File: src/rtl/gbs_pkg.sv
// ----------------------------------------------------------------------------
// gbs_pkg - shared types and constants for greedy box suppression
// Threshold reset value, widths and controller state encodings.
// ----------------------------------------------------------------------------
package gbs_pkg;

   localparam int MaxBoxesDefault   = 64;
   localparam int CoordWidthDefault = 16;
   localparam int ScoreWidth        = 16;
   localparam int ThrWidth          = 9;
   localparam logic [ThrWidth-1:0] ThrReset = 9'd154;

   typedef enum logic [2:0] {
      SORT_IDLE,
      SORT_READ,
      SORT_CMP,
      SORT_DONE
   } sort_state_type;

   typedef enum logic [2:0] {
      SUP_IDLE,
      SUP_PICK,
      SUP_EMIT,
      SUP_READ,
      SUP_MUL,
      SUP_CMP,
      SUP_DONE
   } sup_state_type;

endpackage

File: src/rtl/gbs_back.sv
// ----------------------------------------------------------------------------
// gbs_back - suppression and emit
// Walks ranked boxes; each unsuppressed box is emitted and tested against
// every later unsuppressed box (staged multiplies).
// ----------------------------------------------------------------------------
module gbs_back #(
   parameter int MAX_BOXES   = gbs_pkg::MaxBoxesDefault,
   parameter int COORD_WIDTH = gbs_pkg::CoordWidthDefault,
   localparam int IdxW = (MAX_BOXES > 1) ? $clog2(MAX_BOXES) : 1,
   localparam int CntW = $clog2(MAX_BOXES + 1),
   localparam int SpanW = COORD_WIDTH + 1,
   localparam int AreaW = 2 * SpanW,
   localparam int UniW  = AreaW + 1,
   localparam int CmpW  = UniW + gbs_pkg::ThrWidth
) (
   input  logic                          clock,
   input  logic                          reset,
   input  logic [gbs_pkg::ThrWidth-1:0]  threshold,
   input  logic                          set_valid,
   input  logic [CntW-1:0]               set_count,
   input  logic                          set_overflow,
   output logic                          set_taken,
   output logic [IdxW-1:0]               rank_addr,
   input  logic [IdxW-1:0]               rank_data,
   output logic [IdxW-1:0]               box_addr_a,
   input  logic [4*COORD_WIDTH-1:0]      box_corner_a,
   input  logic [gbs_pkg::ScoreWidth-1:0] box_score_a,
   output logic [IdxW-1:0]               box_addr_b,
   input  logic [4*COORD_WIDTH-1:0]      box_corner_b,
   output logic                          out_valid,
   output logic [4*COORD_WIDTH-1:0]      out_corners,
   output logic [gbs_pkg::ScoreWidth-1:0] out_score,
   output logic                          out_last,
   output logic                          out_overflow
);

   gbs_pkg::sup_state_type state_ff, state_in;
   logic [MAX_BOXES-1:0] sup_ff, sup_in;
   logic [CntW-1:0] i_ff, i_in, j_ff, j_in;
   logic            have_ff, have_in;   // a pending kept box awaits its last flag
   logic [4*COORD_WIDTH-1:0] pend_c_ff, pend_c_in;
   logic [gbs_pkg::ScoreWidth-1:0] pend_s_ff, pend_s_in;
   logic [4*COORD_WIDTH-1:0] a_c_ff, a_c_in;
   logic [1:0] wait_ff, wait_in;

   // staged overlap test
   logic signed [COORD_WIDTH-1:0] ax0, ay0, ax1, ay1, bx0, by0, bx1, by1;
   logic signed [COORD_WIDTH-1:0] ix0, iy0, ix1, iy1;
   logic [SpanW-1:0] iw_ff, ih_ff, aw_ff, ah_ff, bw_ff, bh_ff;
   logic [AreaW-1:0] inter_ff, area_a_ff, area_b_ff;
   logic [UniW-1:0]  uni;
   logic [CmpW-1:0]  lhs_ff, rhs_ff;

   function automatic logic [SpanW-1:0] span_f(input logic signed [COORD_WIDTH-1:0] lo,
                                               input logic signed [COORD_WIDTH-1:0] hi);
      logic signed [SpanW-1:0] d;
      d = SpanW'(hi) - SpanW'(lo);
      return (hi > lo) ? SpanW'(d) : '0;
   endfunction

   assign {ay1, ax1, ay0, ax0} = a_c_ff;
   assign {by1, bx1, by0, bx0} = box_corner_b;
   assign ix0 = (ax0 > bx0) ? ax0 : bx0;
   assign iy0 = (ay0 > by0) ? ay0 : by0;
   assign ix1 = (ax1 < bx1) ? ax1 : bx1;
   assign iy1 = (ay1 < by1) ? ay1 : by1;
   assign uni = UniW'(area_a_ff) + UniW'(area_b_ff) - UniW'(inter_ff);

   always_ff @(posedge clock) begin
      iw_ff <= span_f(ix0, ix1);
      ih_ff <= span_f(iy0, iy1);
      aw_ff <= span_f(ax0, ax1);
      ah_ff <= span_f(ay0, ay1);
      bw_ff <= span_f(bx0, bx1);
      bh_ff <= span_f(by0, by1);
      inter_ff  <= iw_ff * ih_ff;
      area_a_ff <= aw_ff * ah_ff;
      area_b_ff <= bw_ff * bh_ff;
      lhs_ff <= {CmpW'(inter_ff)} << 8;
      rhs_ff <= CmpW'(uni) * CmpW'(threshold);
   end

   always_comb begin
      state_in  = state_ff;
      sup_in    = sup_ff;
      i_in      = i_ff;
      j_in      = j_ff;
      have_in   = have_ff;
      pend_c_in = pend_c_ff;
      pend_s_in = pend_s_ff;
      a_c_in    = a_c_ff;
      wait_in   = wait_ff;
      set_taken = 1'b0;
      out_valid = 1'b0;
      out_last  = 1'b0;
      rank_addr  = i_ff[IdxW-1:0];
      box_addr_a = rank_data;
      box_addr_b = rank_data;
      unique case (state_ff)
         gbs_pkg::SUP_IDLE: begin
            if (set_valid) begin
               sup_in  = '0;
               i_in    = '0;
               have_in = 1'b0;
               wait_in = '0;
               state_in = gbs_pkg::SUP_PICK;
            end
         end
         gbs_pkg::SUP_PICK: begin
            // wait cycles: rank read, then box read
            wait_in = wait_ff + 1'b1;
            if (i_ff == set_count) begin
               if (have_ff) out_valid = 1'b1;
               out_last  = 1'b1;
               set_taken = 1'b1;
               state_in  = gbs_pkg::SUP_IDLE;
            end else if (sup_ff[i_ff[IdxW-1:0]]) begin
               i_in = i_ff + 1'b1;
               wait_in = '0;
            end else if (wait_ff == 2'd2) begin
               a_c_in = box_corner_a;
               wait_in = '0;
               state_in = gbs_pkg::SUP_EMIT;
            end
         end
         gbs_pkg::SUP_EMIT: begin
            // previous kept box leaves now that a later one exists
            if (have_ff) out_valid = 1'b1;
            have_in   = 1'b1;
            pend_c_in = a_c_ff;
            pend_s_in = box_score_a;
            j_in = i_ff + 1'b1;
            state_in = gbs_pkg::SUP_READ;
         end
         gbs_pkg::SUP_READ: begin
            rank_addr = j_ff[IdxW-1:0];
            wait_in = wait_ff + 1'b1;
            if (j_ff == set_count) begin
               i_in = i_ff + 1'b1;
               wait_in = '0;
               state_in = gbs_pkg::SUP_PICK;
            end else if (sup_ff[j_ff[IdxW-1:0]]) begin
               j_in = j_ff + 1'b1;
               wait_in = '0;
            end else if (wait_ff == 2'd2) begin
               wait_in = '0;
               state_in = gbs_pkg::SUP_MUL;
            end
         end
         gbs_pkg::SUP_MUL: begin
            rank_addr = j_ff[IdxW-1:0];
            wait_in = wait_ff + 1'b1;
            if (wait_ff == 2'd3) begin
               wait_in = '0;
               state_in = gbs_pkg::SUP_CMP;
            end
         end
         gbs_pkg::SUP_CMP: begin
            rank_addr = j_ff[IdxW-1:0];
            if (lhs_ff > rhs_ff) sup_in[j_ff[IdxW-1:0]] = 1'b1;
            j_in = j_ff + 1'b1;
            state_in = gbs_pkg::SUP_READ;
         end
         default: state_in = gbs_pkg::SUP_IDLE;
      endcase
   end

   assign out_corners  = pend_c_ff;
   assign out_score    = pend_s_ff;
   assign out_overflow = set_overflow;

   always_ff @(posedge clock) begin
      if (reset) begin
         state_ff <= gbs_pkg::SUP_IDLE;
         sup_ff   <= '0;
         have_ff  <= 1'b0;
         wait_ff  <= '0;
      end else begin
         state_ff <= state_in;
         sup_ff   <= sup_in;
         have_ff  <= have_in;
         wait_ff  <= wait_in;
      end
      i_ff      <= i_in;
      j_ff      <= j_in;
      pend_c_ff <= pend_c_in;
      pend_s_ff <= pend_s_in;
      a_c_ff    <= a_c_in;
   end

endmodule

File: config.mk
export PLATFORM = sky130hd
export DESIGN_NAME = gbs_back
export DESIGN_NICKNAME = d
export VERILOG_FILES = /design/src/rtl/gbs_pkg.sv /design/src/rtl/gbs_back.sv
export SDC_FILE = /design/constraint.sdc
export NUM_CORES = 2
export LEC_CHECK = 0
export ABC_AREA = 1
export BUFFER_PORTS_ARGS = -buffer_cell sky130_fd_sc_hd__buf_2
export CAP_MARGIN = 20
export CORE_MARGIN = 10
export CORE_UTILIZATION = 36
export DETAILED_ROUTE_END_ITERATION = 7
export GPL_TIMING_DRIVEN = 0
export PLACE_DENSITY = 0.54
export SLEW_MARGIN = 20
export SYNTH_ARGS = -nofsm -noshare
export SYNTH_HDL_FRONTEND = slang
export SYNTH_SLANG_ARGS = --single-unit
File: constraint.sdc
create_clock -name clock -period 7.1 [get_ports clock]
set_input_delay 0 -clock clock [delete_from_list [all_inputs] [get_ports clock]]
set_output_delay 0 -clock clock [all_outputs]
set_load 0.03 [all_outputs]
**After elaboration in Yosys (flattened, before gate mapping)**

Index checks and enable logic that the tools add are counted.

- Flip-flop bits (word level): 510
- Input bits: 170
- Output and inout bits: 102
- Logic and storage cells: 135

- Reduce and logical (&&, ||, !) cells: 16
- Equality and inequality tests: 21
- Add/subtract/negate cells: 11
- Order comparisons: 14
- Multiply operators: 4
- Multiplexer cells: 46
- Bitwise logic cells: 3

Operator list:

| kind | number |
|---|---|
| $gt A16 B16 Y1 | 8 |
| $mux W64 | 2 |
| $pmux W64 S2 | 1 |
| $mul A17 B17 Y34 | 3 |
| $sub A16 B16 Y17 | 6 |
| $mux W16 | 4 |
| $or A64 B64 Y64 | 1 |
| $gt A42 B44 Y1 | 1 |
| $mul A35 B9 Y44 | 1 |
| $mux W7 | 6 |
| $pmux W7 S3 | 2 |
| $add A34 B34 Y35 | 1 |
| $sub A35 B34 Y35 | 1 |
| $lt A16 B16 Y1 | 2 |
| $mux W3 | 8 |
| $ne A2 B2 Y1 const B | 8 |
| $pmux W3 S5 | 1 |
| $add A7 B1 Y7 const B | 2 |
| $eq A7 B7 Y1 | 2 |
| $lt A6 B7 Y1 const B | 2 |
| $mux W2 | 7 |
| $bmux W1 S6 | 2 |
| $ne A3 B3 Y1 const B | 4 |
| $mux W1 | 8 |
| 23 further kinds | 32 |

**Logic depth before layout (Yosys ltp)**

- Depth in word-level cells: 7
- Depth in mapped cells: 34
- Gate-level depth less buffers: 34

**Worst setup path before layout**

No wires, ideal clock.

- Kind: register -> register
- Start: register state_ff[2]
- End: register j_ff[0], enable pin
- Path buffers: 1
- Setup slack: -0.270 ns
- Period minus slack after synthesis: 7.370 ns
- Cell stages (with the launch flop): 7
- Arrival: 7.050 ns
- Setup time: 0.319 ns
- Data required time: 6.781 ns
- Cell sequence: dfxtp_1 clkbuf_1 nor3_1 inv_1 a21oi_1 o21ai_0 inv_1

- Longest elaborated chain between the ends: 3
- Elaborated cells on any way between the ends: 7
- Those cells by class: eq/ne (5); reduce/logical (2)

Ends and longest elaborated chain:

| element | RTL line | source |
|---|---|---|
| start: declaration | gbs_back.sv:37 | `gbs_pkg::sup_state_type state_ff, state_in;` |
| start signal: assignment | gbs_back.sv:174 | `state_ff <= gbs_pkg::SUP_IDLE;` |
| start signal: assignment | gbs_back.sv:179 | `state_ff <= state_in;` |
| $eq A3 B2 Y1 / $eq A3 B3 Y1 (equally long branches) | gbs_back.sv:99 | `unique case (state_ff)` |
| $ne A2 B2 Y1 (no source line) / $reduce_bool A3 Y1 (equally long branches) | - |  |
| $reduce_and A3 Y1 (no source line) (*) | - |  |
| end signal: assignment | gbs_back.sv:185 | `j_ff <= j_in;` |
| end: declaration | gbs_back.sv:39 | `logic [CntW-1:0] i_ff, i_in, j_ff, j_in;` |

Mark *: on every way between the ends. The rest lies on a longest branch, timed or not.
A chain may end at the register's enable or synchronous reset.

**Worst setup path in the final report**

- Start: register area_a_ff[8]
- End: register rhs_ff[40]

- Longest elaborated chain between the ends: 3

Ends and longest elaborated chain:

| element | RTL line | source |
|---|---|---|
| start: declaration | gbs_back.sv:50 | `logic [AreaW-1:0] inter_ff, area_a_ff, area_b_ff;` |
| start signal: assignment | gbs_back.sv:77 | `area_a_ff <= aw_ff * ah_ff;` |
| $add A34 B34 Y35 | gbs_back.sv:67 | `assign uni = UniW'(area_a_ff) + UniW'(area_b_ff) - UniW'(inter_ff);` |
| $sub A35 B34 Y35 | gbs_back.sv:67 |  |
| $mul A35 B9 Y44 | gbs_back.sv:80 | `rhs_ff <= CmpW'(uni) * CmpW'(threshold);` |
| end signal: assignment | gbs_back.sv:80 |  |
| end: declaration | gbs_back.sv:52 | `logic [CmpW-1:0] lhs_ff, rhs_ff;` |

Every way passes these cells.

==> results_dict.tcl <==
set metrics [dict create \
    outcome "finished clean" \
    grt_pass1_vias 56900 \
    netlist_instances 8308 \
    nNetsFinal 10600 \
    cts_buffer_depth 3 \
    yosysSeqAreaShare 0.180 \
    maxCapViolations 0 \
    reg2reg_to "rhs_ff[40]" \
    fin_crit_sh 0.971 \
    grt_max_degree 26 \
    final_area_mm2 0.0748 \
    placed_area_mm2 0.0699 \
    viasPerCell 4.85 \
    wl_per_cell_um 19.5 \
    num_vias 54700 \
    antenna_found_initial 13 \
    synth_area_mm2 0.0654 \
    synth_fp_nets 10000 \
    drv_slew 0 \
    hold_path_end "bw_ff[2]" \
    fp.dieH_um 446 \
    cp-end-kind "flip-flop" \
    path_buf_inv 6 \
    initial_utilization 0.362 \
    ioPinCount 272 \
    path_max_fanout 6 \
    synthXorXnorAreaFrac 0.0322 \
    cts_tree "built" \
    hp-start "box_corner_b[34]" \
    fin_crit_ns 6.90 \
    worst_pin_slew_ns 0.900 \
    async_reset_ff_frac 0 \
    rows 156 \
    path_class "reg2reg" \
    slowest_stage "fa_1" \
    numCtsBuffers 61 \
    root_buffer "clkbuf_16" \
    setup_viol 0 \
    dp.final_hpwl_mm 183 \
    post-route-util 0.414 \
    cts.sinks 510 \
    drive_above_1_share 0.0742 \
    clkSlewWorstSetupHoldPaths_ns 0.08 \
    fin_worst_skew_ns 0.0588 \
    synth_fa_ha_area_frac 0.408 \
    crit_required_ns 7.73 \
    place.gp.congestion 0.952 \
    ant_nets 0 \
    holdPathStages 4 \
    worstSkewPairLatency_ns 0.71 \
    synthDistinctLibCells 56 \
    hp-class "in2reg" \
    max_stage_delay_ns 0.57 \
    grt-ovfl-total 0 \
    pre_cts_ws_ns -0.658 \
    drtIter0Drc 3849 \
    reg2reg_from "area_a_ff[8]" \
    r2r_cells 29 \
    hold_viol 0 \
    arrival_ns 7.52 \
    firstDrtPassIters 6 \
    synth-edff-count 158 \
    hold_ws_ns 0.0371 \
    ys_warn_count 0 \
    start_kind "flip-flop" \
    synth_compound_area_frac 0.0700 \
    critical_path.top_delay_family "adder cells" \
    synth_ff_type "dfxtp_1" \
    dieArea_mm2 0.199 \
    slew_headroom 0.400 \
    yosys.area_share.simple 0.175 \
    grt_util_all_layers 0.217 \
    fmax_mhz 145 \
    wirelength_mm 219 \
    grt_setup_unrepaired "true" \
    synthMuxAreaShare 0 \
    grt_pass1_wl_mm 337 \
    drcViolationCount 0 \
    ff2ff_setup_slack_ns 0.20 \
    core_mm2 0.181 \
    h-tree-depth 2 \
    die_x_um 446 \
    ys_ff_latch 510 \
    setup_slack_ns 0.204 \
    area_growth_pct 14.4 \
    syn_area_per_cell_um2 7.87 \
    synth_top_family_by_area "adder cells" \
    port_buffers 263 \
]
[layer usage]
layer	track usage	wire length (um)
met1	0.286	94900
met2	0.358	101000
met3	0.0326	13900
met4	0.0863	10000
met5	0	0
[timing repair]
action                                  CTS  global route
setup buffers                             1            15
hold endpoints to repair                124             0
hold buffers                            185             0
pin swaps                                 2            20
gates resized for setup                  42           170
endpoints found under the setup margin   20            35
[layout make-up]
cell class | instances | area (um2)
diodes | 7 | 17.5
plain buffers | 307 | 1300
clock buffers | 79 | 1710
clock inverters | 37 | 470
fillers | 18500 | 106000
inverters | 1991 | 7470
multi-input cells | 5497 | 45600
flip-flops and latches | 510 | 11800
well taps | 2370 | 2970
repair buffers | 473 | 3450
[worst min-delay path, cell delays in order]
cell    delay [ns]
buf_2         0.24
ha_1          0.24
xor2_1        0.09
nor2_1        0.09
[cell families after synthesis]
family | after synthesis
AOI/OAI and AO/OA | 830
xor gates and xnor gates | 235
adders and majority gates | 1569
buffers and inverters | 2301
DFF | 510
and+or+nand+nor | 2863
[state kept, by name, summed over array words and instances (netlist names), 34 cells and up]
name and flops:
a_c_ff 64, area_a_ff 34, area_b_ff 34, inter_ff 34, lhs_ff 34, out_corners 64, rhs_ff 44, sup_ff 64
[cells in the mapped netlist, types with 144 or more instances]
library cell	instances	area [um2]
inv_1	1982	7440
nor2_1	573	2150
nand2_1	1876	7040
ha_1	625	7820
edfxtp_1	158	4740
xor2_1	144	1260
fa_1	944	18900
a21oi_1	413	2070
clkbuf_1	263	987
o21ai_0	230	1150
dfxtp_1	352	7050
nand3_1	252	1260
[per-stage QoR]
stage | TNS (ns) | std cells
after floorplan | 0 | 8308
after global placement | -8.27 | 10900
after detailed placement | -4.38 | 11000
after CTS | -0.0216 | 11300
after global routing | -0.202 | 11300
final | 0 | 11300
[placed cells by master, fill, tap and decap left out, types with 8 or more instances in the layout]
cell,netlist,final
o21ai_0,230,220
ha_1,625,603
nand4_1,40,40
nand3_1,252,241
or2_1,12,11
nor2_1,573,561
o21ai_1,16,18
fa_1,944,943
dfxtp_2,0,12
a31oi_1,29,29
xnor2_1,85,79
ha_2,0,18
a21oi_1,413,391
nand2_2,4,21
o21bai_1,19,18
clkbuf_1,263,251
clkinvlp_4,0,10
clkbuf_16,0,63
o211ai_1,26,26
o21a_1,10,10
clkbuf_2,0,17
buf_4,25,40
nor4_1,9,8
dlygate4sd3_1,0,185
buf_2,17,280
inv_1,1982,1980
a21boi_0,14,13
or2_2,25,25
xor2_1,144,136
edfxtp_1,158,158
nor2_2,0,8
nand3_2,4,12
dfxtp_1,352,340
nor3_2,3,8
a21o_1,33,33
nand2_1,1876,1855
o21ai_2,11,17
nor3_1,49,40
a21oi_2,2,23
[how the worst max path moves through the flow]
stage	cells past startpoint	end	from	slack (ns)
floorplan	30	rhs_ff[37]	area_b_ff[0]	1.12
global placement	26	rhs_ff[40]	area_a_ff[9]	-0.77
detailed placement	26	rhs_ff[40]	area_a_ff[9]	-0.66
CTS	28	rhs_ff[40]	area_a_ff[2]	-0.02
global route	30	rhs_ff[29]	area_b_ff[0]	-0.06
finish	29	rhs_ff[40]	area_a_ff[8]	0.20
Power is left out: the tool's default activity adds up to more than one toggle a clock period on the data nets, which glitch-free logic cannot reach.
